**config.mk**
```make
export PLATFORM = sky130hd
export DESIGN_NAME = lsbi_png_payload_extractor
export DESIGN_NICKNAME = d
export VERILOG_FILES = /design/src/design/lpe_pkg.sv /design/src/design/lpe_core.sv /design/src/design/lpe_out_queue.sv /design/src/design/lsbi_png_payload_extractor.sv
export SDC_FILE = /design/constraint.sdc
export NUM_CORES = 1
export LEC_CHECK = 0
export ABC_AREA = 1
export BUFFER_PORTS_ARGS = -buffer_cell sky130_fd_sc_hd__buf_2
export CAP_MARGIN = 10
export CELL_PAD_IN_SITES_DETAIL_PLACEMENT = 1
export CELL_PAD_IN_SITES_GLOBAL_PLACEMENT = 2
export CORE_AREA = 2 2 262 264
export DETAILED_ROUTE_END_ITERATION = 8
export DIE_AREA = 0 0 264 266
export HOLD_SLACK_MARGIN = 0.08
export PLACE_DENSITY = 0.72
export RECOVER_POWER = 50
export SYNTH_ARGS = -nofsm -noshare
export SYNTH_HDL_FRONTEND = slang
export SYNTH_SLANG_ARGS = --single-unit
export TNS_END_PERCENT = 20
```
**constraint.sdc**
```tcl
create_clock -name clock -period 5.1 [get_ports clock]
set_input_delay 0.765 -clock clock [delete_from_list [all_inputs] [get_ports clock]]
set_output_delay 0.765 -clock clock [all_outputs]
set_load 0.05 [all_outputs]
```
**src/design/lpe_pkg.sv**
```systemverilog
// ----------------------------------------------------------------------------
// lpe_pkg
// Shared types and constants for the LSBI PNG payload extractor.
// ----------------------------------------------------------------------------
package lpe_pkg;

   localparam int unsigned MASK_CARRIERS = 4;
   // smallest image length that holds all mask carriers
   localparam logic [31:0] MASK_MIN_LENGTH = 32'((MASK_CARRIERS / 2) * 3);

   localparam logic [63:0] PNG_SIGNATURE = 64'h89504E470D0A1A0A;
   localparam logic [63:0] IEND_TRAILER  = 64'h49454E44AE426082;

   localparam logic [1:0] STATUS_PAYLOAD = 2'd0;
   localparam logic [1:0] STATUS_IEND    = 2'd1;
   localparam logic [1:0] STATUS_BAD_SIG = 2'd2;
   localparam logic [1:0] STATUS_NO_IEND = 2'd3;

   typedef struct packed {
      logic [7:0] pixel_byte;
      logic       end_of_image;
   } lpe_req_type;

   typedef struct packed {
      logic [7:0]  data_byte;
      logic [1:0]  status;
      logic [31:0] byte_count;
      logic        last;
   } lpe_rsp_type;

   typedef struct packed {
      logic [1:0]  count;
      lpe_rsp_type first;
      lpe_rsp_type second;
   } lpe_push_type;

   typedef struct packed {
      logic space_ok;
   } lpe_qstat_type;

   function automatic logic [7:0] signature_byte(input logic [2:0] idx);
      logic [5:0] lsb;
      lsb = 6'({3'd7 - idx, 3'd0});
      return PNG_SIGNATURE[lsb +: 8];
   endfunction

endpackage

```
**src/design/lpe_core.sv**
```systemverilog
// ----------------------------------------------------------------------------
// lpe_core
// Per-request extraction: carrier selection, mask capture, bit packing,
// signature check and trailer detection. Emits up to two responses.
// ----------------------------------------------------------------------------
module lpe_core
   import lpe_pkg::*;
#(
   parameter int unsigned PAYLOAD_START = 35
) (
   input  logic          clock,
   input  logic          reset,
   input  logic          item_valid,
   input  lpe_req_type   item,
   input  logic [31:0]   image_length,
   input  lpe_qstat_type qstat,
   output logic          item_taken,
   output lpe_push_type  push
);

   localparam int unsigned CW = $clog2(PAYLOAD_START + 1);

   logic [1:0]    tpos_ff, tpos_in;
   logic [31:0]   tbase_ff, tbase_in;
   logic [CW-1:0] cidx_ff, cidx_in;
   logic [3:0]    mask_ff, mask_in;
   logic [6:0]    shift_ff, shift_in;
   logic [2:0]    bcnt_ff, bcnt_in;
   logic [31:0]   pcount_ff, pcount_in;
   logic [63:0]   window_ff, window_in;
   logic          done_ff, done_in;

   logic          fire, room, is_carrier, bit_val, bad_sig, iend, byte_done;
   logic [7:0]    new_byte;
   logic [63:0]   window_next;
   lpe_rsp_type   r_byte, r_bad, r_iend, r_noend;

   assign fire       = item_valid && qstat.space_ok;
   assign item_taken = fire;

   assign room       = ({1'b0, tbase_ff} + 33'd3) <= {1'b0, image_length};
   assign is_carrier = (tpos_ff != 2'd2) && room;
   assign bit_val    = item.pixel_byte[0] ^ mask_ff[item.pixel_byte[2:1]];
   assign new_byte   = {shift_ff, bit_val};
   assign byte_done  = is_carrier && !done_ff && (cidx_ff == CW'(PAYLOAD_START))
                       && (bcnt_ff == 3'd7);
   assign bad_sig    = (pcount_ff < 32'd8) && (new_byte != signature_byte(pcount_ff[2:0]));
   assign window_next = {window_ff[55:0], new_byte};
   assign iend       = (pcount_ff >= 32'd8) && (window_next == IEND_TRAILER);

   always_comb begin
      r_byte  = '{data_byte: new_byte, status: STATUS_PAYLOAD, byte_count: 32'd0, last: 1'b0};
      r_bad   = '{data_byte: 8'd0, status: STATUS_BAD_SIG, byte_count: 32'd0, last: 1'b1};
      r_iend  = '{data_byte: 8'd0, status: STATUS_IEND, byte_count: pcount_ff + 32'd1,
                  last: 1'b1};
      r_noend = '{data_byte: 8'd0, status: STATUS_NO_IEND, byte_count: 32'd0, last: 1'b1};
   end

   always_comb begin
      tpos_in   = (tpos_ff == 2'd2) ? 2'd0 : tpos_ff + 2'd1;
      tbase_in  = tbase_ff;
      cidx_in   = cidx_ff;
      mask_in   = mask_ff;
      shift_in  = shift_ff;
      bcnt_in   = bcnt_ff;
      pcount_in = pcount_ff;
      window_in = window_ff;
      done_in   = done_ff;
      push      = '{count: 2'd0, first: r_byte, second: r_noend};

      if (tpos_ff == 2'd2 && room) begin
         tbase_in = tbase_ff + 32'd3;
      end

      if (is_carrier) begin
         if (cidx_ff != CW'(PAYLOAD_START)) begin
            cidx_in = cidx_ff + CW'(1);
         end
         if (!done_ff) begin
            if (cidx_ff < CW'(MASK_CARRIERS)) begin
               if (image_length >= MASK_MIN_LENGTH) begin
                  mask_in[cidx_ff[1:0]] = mask_ff[cidx_ff[1:0]] | item.pixel_byte[0];
               end
            end else if (cidx_ff == CW'(PAYLOAD_START)) begin
               if (byte_done) begin
                  shift_in = 7'd0;
                  bcnt_in  = 3'd0;
                  if (bad_sig) begin
                     push.count = 2'd1;
                     push.first = r_bad;
                     done_in    = 1'b1;
                  end else begin
                     pcount_in  = pcount_ff + 32'd1;
                     window_in  = window_next;
                     push.count = 2'd1;
                     if (iend) begin
                        push.count  = 2'd2;
                        push.second = r_iend;
                        done_in     = 1'b1;
                     end
                  end
               end else begin
                  shift_in = new_byte[6:0];
                  bcnt_in  = bcnt_ff + 3'd1;
               end
            end
         end
      end

      if (item.end_of_image) begin
         if (!done_in) begin
            if (push.count == 2'd0) begin
               push.first = r_noend;
            end else begin
               push.second = r_noend;
            end
            push.count = push.count + 2'd1;
         end
         tpos_in   = 2'd0;
         tbase_in  = 32'd0;
         cidx_in   = '0;
         mask_in   = 4'd0;
         shift_in  = 7'd0;
         bcnt_in   = 3'd0;
         pcount_in = 32'd0;
         window_in = 64'd0;
         done_in   = 1'b0;
      end

      if (!fire) begin
         push.count = 2'd0;
      end
   end

   always_ff @(posedge clock) begin
      if (reset) begin
         tpos_ff   <= 2'd0;
         tbase_ff  <= 32'd0;
         cidx_ff   <= '0;
         mask_ff   <= 4'd0;
         shift_ff  <= 7'd0;
         bcnt_ff   <= 3'd0;
         pcount_ff <= 32'd0;
         window_ff <= 64'd0;
         done_ff   <= 1'b0;
      end else if (fire) begin
         tpos_ff   <= tpos_in;
         tbase_ff  <= tbase_in;
         cidx_ff   <= cidx_in;
         mask_ff   <= mask_in;
         shift_ff  <= shift_in;
         bcnt_ff   <= bcnt_in;
         pcount_ff <= pcount_in;
         window_ff <= window_in;
         done_ff   <= done_in;
      end
   end

endmodule

```
**src/design/lpe_out_queue.sv**
```systemverilog
// ----------------------------------------------------------------------------
// lpe_out_queue
// Four-entry response queue; takes up to two responses per cycle and
// presents the oldest one on the response port.
// ----------------------------------------------------------------------------
module lpe_out_queue
   import lpe_pkg::*;
(
   input  logic          clock,
   input  logic          reset,
   input  lpe_push_type  push,
   output lpe_qstat_type qstat,
   output logic          rsp_valid,
   input  logic          rsp_ready,
   output lpe_rsp_type   rsp_payload
);

   localparam int unsigned QDEPTH = 4;
   localparam int unsigned QCW    = $clog2(QDEPTH + 1);

   lpe_rsp_type    slot_ff [QDEPTH];
   lpe_rsp_type    slot_in [QDEPTH];
   lpe_rsp_type    shifted [QDEPTH];
   logic [QCW-1:0] count_ff, count_in, base;
   logic           pop;

   assign rsp_valid      = count_ff != '0;
   assign rsp_payload    = slot_ff[0];
   assign pop            = rsp_valid && rsp_ready;
   assign qstat.space_ok = count_ff <= QCW'(QDEPTH - 2);
   assign base           = count_ff - QCW'(pop);
   assign count_in       = base + QCW'(push.count);

   always_comb begin
      for (int i = 0; i < QDEPTH - 1; i++) begin
         shifted[i] = pop ? slot_ff[i + 1] : slot_ff[i];
      end
      shifted[QDEPTH - 1] = slot_ff[QDEPTH - 1];
      for (int i = 0; i < QDEPTH; i++) begin
         slot_in[i] = shifted[i];
         if (push.count != 2'd0 && QCW'(i) == base) begin
            slot_in[i] = push.first;
         end else if (push.count == 2'd2 && QCW'(i) == base + QCW'(1)) begin
            slot_in[i] = push.second;
         end
      end
   end

   always_ff @(posedge clock) begin
      if (reset) begin
         count_ff <= '0;
      end else begin
         count_ff <= count_in;
      end
   end

   always_ff @(posedge clock) begin
      for (int i = 0; i < QDEPTH; i++) begin
         slot_ff[i] <= slot_in[i];
      end
   end

   a_no_overflow: assert property (@(posedge clock) disable iff (reset)
      count_ff <= QCW'(QDEPTH))
      else $error("response queue overflow");

   a_push_needs_space: assert property (@(posedge clock) disable iff (reset)
      (push.count != 2'd0) |-> qstat.space_ok)
      else $error("push into queue without space");

   a_count_tracks: assert property (@(posedge clock) disable iff (reset)
      !$past(reset) |-> count_ff == $past(count_ff) - QCW'($past(pop))
                                    + QCW'($past(push.count)))
      else $error("queue count out of step with push and pop");

   a_head_holds: assert property (@(posedge clock) disable iff (reset)
      (rsp_valid && !rsp_ready) |=> $stable(rsp_payload))
      else $error("queue head changed while stalled");

endmodule

```
**src/design/lsbi_png_payload_extractor.sv**
```systemverilog
// ----------------------------------------------------------------------------
// lsbi_png_payload_extractor
// Recovers a PNG payload hidden by LSB inversion in BGR pixel bytes.
// ----------------------------------------------------------------------------
// One pixel-byte request is taken per clock cycle when not stalled. Each
// request is held in an input register and processed from there, pushing
// zero, one or two responses into a four-entry response queue whose oldest
// registered entry is shown on the rsp port. The response port drains one
// response per cycle while rsp_ready is high, so the sustained rate is one
// request per cycle except where a request gives two responses (IEND found,
// or a byte followed by the end-of-image error); requests stall while the
// queue has fewer than two free entries. image_length is written through
// the csr port, which is always ready; the user must write it only while
// the block is idle, as the block does not enforce this.
// ----------------------------------------------------------------------------
module lsbi_png_payload_extractor
   import lpe_pkg::*;
#(
   parameter int unsigned PAYLOAD_START = 35
) (
   input  logic        clock,
   input  logic        reset,
   input  logic        req_valid,
   output logic        req_ready,
   input  lpe_req_type req_payload,
   output logic        rsp_valid,
   input  logic        rsp_ready,
   output lpe_rsp_type rsp_payload,
   input  logic        csr_valid,
   output logic        csr_ready,
   input  logic [31:0] csr_data
);

   logic [31:0]   image_length_ff;
   logic          in_valid_ff, in_valid_in;
   lpe_req_type   in_item_ff;
   logic          item_taken;
   lpe_push_type  push;
   lpe_qstat_type qstat;

   assign csr_ready   = 1'b1;
   assign req_ready   = !in_valid_ff || item_taken;
   assign in_valid_in = (req_valid && req_ready) || (in_valid_ff && !item_taken);

   always_ff @(posedge clock) begin
      if (reset) begin
         image_length_ff <= 32'd0;
         in_valid_ff     <= 1'b0;
      end else begin
         in_valid_ff <= in_valid_in;
         if (csr_valid && csr_ready) begin
            image_length_ff <= csr_data;
         end
      end
   end

   always_ff @(posedge clock) begin
      if (req_valid && req_ready) begin
         in_item_ff <= req_payload;
      end
   end

   lpe_core #(
      .PAYLOAD_START (PAYLOAD_START)
   ) u_core (
      .clock        (clock),
      .reset        (reset),
      .item_valid   (in_valid_ff),
      .item         (in_item_ff),
      .image_length (image_length_ff),
      .qstat        (qstat),
      .item_taken   (item_taken),
      .push         (push)
   );

   lpe_out_queue u_queue (
      .clock       (clock),
      .reset       (reset),
      .push        (push),
      .qstat       (qstat),
      .rsp_valid   (rsp_valid),
      .rsp_ready   (rsp_ready),
      .rsp_payload (rsp_payload)
   );

endmodule
```
==> results by group, run 1 <==
Outcome
  • Status: finished with violations
  • Failing checks: capacitance limit, slew limit, setup timing

Timing
  • Fmax achieved: about 190 MHz
  • Post-layout minimum cycle time: roughly 5.2 ns
  • Tcrit/Tclk final: 1.019
  • Setup tns final: -4.606 ns
  • Final hold violation count: 0
  • Clock skew: roughly 0.015 ns
  • Hold Slack: 0.3604 ns
  • Endpoints failing setup: around 110
  • RSZ-0062 raised after global routing: yes
  • PnR worst setup slack: -0.09585 ns
  • Max Slew Vio Count: 89
  • Slew @ Worst Pin: slightly below 2 ns
  • Relative slew margins: -0.3175

Logic synthesis
  • Most used DFF post-synth: dfxtp_1
  • Async set or reset register ratio after synthesis: 0
  • Synth Net Count: 2923
  • Cell area after synthesis: around 19000 um2
  • Seq/Total Area, Yosys: 0.3915
  • Synth cell types: 45
  • Leading area contributor after synthesis: dfxtp_1
  • Post-synth top area share: 0.3171
  • Area contributors post-synth: dfxtp_1 32%, nand2_1 14%, nand4_1 8.7%
  • Syn Area/Cell: approximately 6.9 um2
  • FF+latch count, synth: ~360
  • Syn. warnings: 0
  • Syn Inst Count: approximately 2800
  • Number of flops mapped to enable cells by yosys: 48

Finish
  • Layout Cells excl Fill: about 3900
  • Filler Cells Inserted: ~8400
  • Nets: slightly above 3000
  • Share of layout cells above drive strength 1: 0.1610
  • Commonest cells after routing, fill and taps aside: 673 x nand2_1, 315 x nor2_1, 303 x dfxtp_1, 274 x inv_1, 268 x nand4_1
  • Synthesis-to-finish area growth: 27.70%
  • Most common cell after layout, fill and taps aside: nand2_1
  • Ant diodes: 0
  • Final instance area: around 25000 um2

Clock tree
  • CTS tree: done
  • TritonCTS buffer count: 45
  • CTS H-tree depth: 2
  • Cts hold-fix bufs: 0
  • Max Root-Sink Buffers: 3
  • Sink Count: between 300 and 400
  • Worst-Skew Late Latency: about 0.58 ns
  • Clk slew on worst S/H paths: around 0.06 ns
  • Root buf cell: clkbuf_16

Power
  • Logic pwr share: 0.205
  • Leak Pwr: approximately 10 nW
  • Cell Int Power: between 6 and 7 mW
  • Sequential power share: 0.364
  • P per Cell Area: 352.8 nW/um2
  • Final Power: roughly 8.7 mW
  • Switching power: between 2 and 3 mW
  • Clock Power Share: 0.431
  • Peak supply drop: 0.2373 mV
  • Sw Share: 0.3116

Setup path
  • Worst Path Max Fanout: 17
  • Delay-heaviest family, CP: simple AND/OR/NAND/NOR gates
  • Buf/Inv on CP: 8
  • Setup Crit Path Kind: flop to flop
  • Crit path largest cell delay: between 0.3 and 0.4 ns
  • CP Capture Type: flop
  • CP Data Arrival Time: between 5 and 6 ns
  • Critical Path Source Type: flop
  • CP Data Required Time: 5.62 ns
  • Crit-path most repeated cell: nand2_1
  • Slowest CP cell: dfxtp_2

Detailed routing
  • ANT nets after route: 0
  • DR vias/cell: 4.902
  • DRT iter0 DRCs: 1059
  • DRC viols: 0
  • Avg WL per Cell: 16.73 um
  • First-pass iteration count of the detailed router: 6
  • Via count: around 19000
  • Total routed wirelength: 65250 um

GRT
  • First-pass GRT wire length: about 110000 um
  • Global Route Usage Sum: 0.1807
  • Vias in the first global route: 19770
  • Grt total ovfl: 0
  • Largest net degree at the start of global routing: 89
  • Initial antenna violation count: 0

Floorplanning
  • Starting Density: 0.2861
  • Die width: approximately 260 um
  • Die area: 70220 um2
  • Top Ports: about 90
  • Die Ht: 266 um
  • Cell row count: 96
  • Core Region: a little under 70000 um2

Run
  • Maxcap violations: 1

Place
  • HPWL Detailed: 44550 um
  • PortBufs: between 80 and 90
  • Placed cell count: 3768
  • Gpl congestion: about 0.83
  • Post-DP Area: between 20000 and 25000 um2

Worst hold path
  • Hold Crit Class: primary input to flop
cell families after synthesis:
logic type / Yosys count / share of synthesized area
simple gates: 1550 / 0.3549
buf+inv: 477 / 0.1004
flops: 355 / 0.3915
compound gates: 335 / 0.09373
xor+xnor: 59 / 0.02666
fa+ha+maj: 50 / 0.03266
other cells: 1 / 0.0001935
sequential cells by signal (all words and copies together) (netlist names), 2 cells and up:
signal	cells
u_core.tbase_ff	32
u_core.window_ff	56
u_core.cidx_ff	6
u_core.bcnt_ff	3
image_length_ff	32
u_queue.slot_ff	172
u_core.mask_ff	4
u_core.tpos_ff	2
in_item_ff	4
u_core.shift_ff	7
u_queue.count_ff	3
u_core.pcount_ff	32
power groups by stage:
| stage | Combinational [mW] | Clock [mW] | Sequential (mW) |
|---|---|---|---|
| 2_1_floorplan | 0.936 | 0 | 3.36 |
| 3_3_place_gp | 1.56 | 0 | 3.22 |
| 3_5_place_dp | 1.60 | 0 | 3.23 |
| 4_1_cts | 1.66 | 3.87 | 3.17 |
| 5_1_grt | 1.95 | 3.96 | 3.20 |
| 6_report | 1.79 | 3.76 | 3.18 |
worst register-to-register path: cells and delay by family (launching register included):
kind	cells	cell delay, ns
adder cells (fa/ha/maj)	2	0.59
XOR/XNOR	1	0.27
AND/OR/NAND/NOR	22	2.83
flip-flops	1	0.35
buffers and inverters	8	0.81
AO/OA/AOI/OAI	2	0.28
Yosys cell counts (5+ instances only):
library cell  count
edfxtp_1         48
dfxtp_1         307
a21oi_1         205
nand3_2           5
o21ai_1          16
nor4_1           21
nand2_2           6
xnor2_1          16
o21ai_0          66
xor2_1           43
buf_2            70
buf_4            12
inv_1           283
ha_1             49
a22oi_1           7
a211oi_1         28
nand2_1         738
nor3_1           63
nor2_2            5
buf_1            11
nand3_1          98
nor2_1          331
clkbuf_1         93
nand4_1         268
path summary, 6_finish.rpt:
kind	end	slack (ns)	start	depth (start not counted)
setup / recovery	u_queue.slot_ff[0][5]	-0.1	u_core.tbase_ff[1]	35
hold / removal	in_item_ff[2]	0.36	req_payload[2]	1
setup reg to reg	u_queue.slot_ff[0][5]	-0.1	u_core.tbase_ff[1]	35
hold reg to reg	u_queue.slot_ff[3][11]	0.46	u_queue.slot_ff[3][11]	2
metrics by stage:
step           utilization  worst slack [ns]
2_1_floorplan            -           0.08226
3_3_place_gp        0.3190           -0.3085
3_5_place_dp        0.3190           -0.4486
4_1_cts             0.3528          -0.03966
5_1_grt             0.3654           -0.4890
6_report            0.3654          -0.09585
layer usage:
| layer | vias up | part of all wire | global-route usage |
|---|---|---|---|
| met4 | 0 | 0.018 | 0.04453 |
| met2 | 213 | 0.45 | 0.2945 |
| li1 | 9668 | - | - |
| met3 | 68 | 0.027 | 0.01904 |
| met5 | - | 0 | 0 |
| met1 | 9172 | 0.50 | 0.2553 |
layout make-up:
class,instances,area [um2],area share
multi-input combinational,1995,10520,0.4251
sequential,355,7592,0.3067
timing repair buffer,298,2690,0.1087
clock buffer,57,1264,0.05106
tap,882,1104,0.04459
inverter,288,1094,0.04418
clock inverter,26,485.5,0.01961
repair_timing:
action | 4_1_cts | 5_1_grt
endpoints found under the setup margin | 270 | 284
buffers inserted | 18 | 19
cloned | 5 | 8
gates resized for setup | 56 | 156
pin swaps | 30 | 30
(Power assumes the default switching activity.)
==> run 2: changes to the inputs <==
GPL_TIMING_DRIVEN = 0   (was unset)
==> results by group, run 2 (synthesis gave the netlist of run 1 again) <==
Floorplanning
  • Top Ports: 92 (unchanged)
  • Cell row count: 96 (unchanged)
  • Die width: 264 um (unchanged)
  • Die Ht: 266 um (unchanged)
  • Starting Density: 0.2861 (unchanged)
  • Die area: 70220 um2 (unchanged)
  • Core Region: 67750 um2 (unchanged)

GRT
  • Global Route Usage Sum: 0.1991 (+0.01837)
  • First-pass GRT wire length: 112000 um (+6.6%)
  • Initial antenna violation count: 0 (unchanged)
  • Grt total ovfl: 0 (unchanged)
  • Largest net degree at the start of global routing: 17 (-81%)
  • Vias in the first global route: 19950 (+0.90%)

Setup path
  • Crit path largest cell delay: 0.38 ns (+0.03 ns)
  • CP Data Arrival Time: 5.51 ns (-0.20 ns)
  • Crit-path most repeated cell: nand3_4
  • Setup Crit Path Kind: flop to flop
  • CP Data Required Time: 5.56 ns (-0.06 ns)
  • R2R setup slack: 0.05 ns (+0.14 ns)
  • Worst Path Max Fanout: 10 (-7)
  • Slowest CP cell: fa_2
  • CP Capture Type: flop
  • Critical Path Source Type: flop

Clock tree
  • Worst-Skew Late Latency: 0.59 ns (about the same)
  • CTS tree: done
  • Max Root-Sink Buffers: 3 (unchanged)
  • TritonCTS buffer count: 45 (unchanged)
  • CTS H-tree depth: 2 (unchanged)
  • Sink Count: 355 (unchanged)
  • Cts hold-fix bufs: 0 (unchanged)
  • Clk slew on worst S/H paths: 0.06 ns (about the same)
  • Root buf cell: clkbuf_16

Detailed routing
  • First-pass iteration count of the detailed router: 5 (-1)
  • Met2 routed WL: 32200 um (+8.6%)
  • DRT iter0 DRCs: 886 (-16%)
  • DRC viols: 0 (unchanged)
  • Avg WL per Cell: 17.96 um (+7.4%)
  • Via count: 19180 (+0.29%)
  • M1 WL: 35300 um (+8.0%)
  • ANT nets after route: 0 (unchanged)
  • DR vias/cell: 4.863 (-0.78%)
  • DR top layer: met4
  • Total routed wirelength: 70800 um (+8.5%)
  • Met3 Routed Length: 2127 um (+23%)

Run
  • Maxcap violations: 0 (-1)

Finish
  • Layout Cells excl Fill: 3943 (+1.1%)
  • Nets: 3119 (+1.3%)
  • Synthesis-to-finish area growth: 23.10%
  • Max reg flops: 172 (unchanged)
  • Share of layout cells above drive strength 1: 0.1369 (-0.02405)
  • Largest regs: u_queue.slot_ff x172, u_core.window_ff x56
  • Commonest cells after routing, fill and taps aside: 689 x nand2_1, 311 x nor2_1, 300 x dfxtp_1, 278 x inv_1, 268 x nand4_1
  • Filler Cells Inserted: 8448 (+0.52%)
  • Largest Register: u_queue.slot_ff
  • Most common cell after layout, fill and taps aside: nand2_1

Power
  • Final Power: 8.055 mW (-7.8%)
  • P per Cell Area: 337.6 nW/um2 (-4.3%)
  • Leak Pwr: 9.450 nW (-5.3%)
  • Peak supply drop: 0.2220 mV (-6.4%)

Timing
  • Fmax achieved: 197.8 MHz (+2.8%)
  • RSZ-0062 raised after global routing: yes
  • Relative slew margins: 0.4396 (+0.7570)
  • Tcrit/Tclk final: 0.9911 (-0.02773)
  • Post-layout minimum cycle time: 5.054 ns (-0.1414 ns)
  • Slew @ Worst Pin: 0.8406 ns (-1.136 ns)
  • Clock skew: 0.02355 ns (+0.008737 ns)
  • Final hold violation count: 0 (unchanged)
  • Max Slew Vio Count: 0 (-100%)
  • Endpoints failing setup: 0 (-100%)

Place
  • HPWL Detailed: 55050 um (+24%)
  • Gpl congestion: 0.8627 (+3.7%)
  • Placed cell count: 3793 (+0.66%)
  • PortBufs: 84 (-1.2%)

Outcome
  • Status: complete, no violations

Worst hold path
  • Hold Crit Class: primary input to flop
-- run 2: repair_timing --
| action | CTS | global route |
|---|---|---|
| buffers inserted | 40 | 18 |
| cloned | 5 | 3 |
| pin swaps | 66 | 42 |
| endpoints found under the setup margin | 352 | 307 |
| resized for setup | 156 | 122 |
-- run 2: area by class of cell --
type / instances / area, um2 / share of cell area
clock inverter: 26 / 209.0 / 0.008757
clock buffer: 58 / 1226 / 0.05139
timing repair buffer: 146 / 954.7 / 0.04001
tap: 882 / 1104 / 0.04625
inverter: 288 / 1099 / 0.04604
buffer: 188 / 1139 / 0.04772
sequential: 355 / 7596 / 0.3184
antenna: 1 / 2.502 / 0.0001049
multi-input combinational: 1999 / 10530 / 0.4414
-- run 2: per-layer routing --
layer | GRT usage | vias to the layer above
met4 | 0.04115 | 0
met2 | 0.3306 | 216
met3 | 0.02477 | 74
li1 | - | 9767
met1 | 0.2769 | 9119
met5 | 0 | -
-- run 2: worst max-delay path: cells and delay by family (launching register included) --
family / cells / cell delay [ns]
AND/OR/NAND/NOR: 15 / 2.07
buffers and inverters: 9 / 1.06
adder cells (fa/ha/maj): 3 / 0.84
flip-flops: 1 / 0.36
XOR/XNOR: 2 / 0.31
AO/OA/AOI/OAI: 2 / 0.26
-- run 2: worst paths after layout --
| kind | cells past startpoint | start | to |
|---|---|---|---|
| hold / removal | 1 | req_payload[0] | in_item_ff[0] |
| hold reg to reg | 2 | u_queue.slot_ff[3][12] | u_queue.slot_ff[3][12] |
| setup / recovery | 31 | u_core.tbase_ff[0] | u_queue.count_ff[2] |
| setup reg to reg | 31 | u_core.tbase_ff[0] | u_queue.count_ff[2] |
-- run 2: report_power, final --
part           internal [mW]  switching (mW)  total (mW)
logic                  0.408            1.36        1.77
registers               3.08          0.0820        3.16
clock network           1.81            1.32        3.12
total                   5.30            2.76        8.06
-- run 2: through the flow --
step                      setup WS, ns  TNS [ns]  utilization  area, um2  hold slack [ns]
after floorplan                0.08226         0            -      19380           0.4361
after global placement          -1.448   -264.99       0.3086      20910           0.4502
after detailed placement        -1.721   -342.24       0.3086      20910           0.4575
after CTS                      -0.1676    -15.85       0.3437      23280           0.3067
after global routing           -0.2800    -38.05       0.3522      23860           0.3303
final                          0.04559         0       0.3522      23860           0.3472
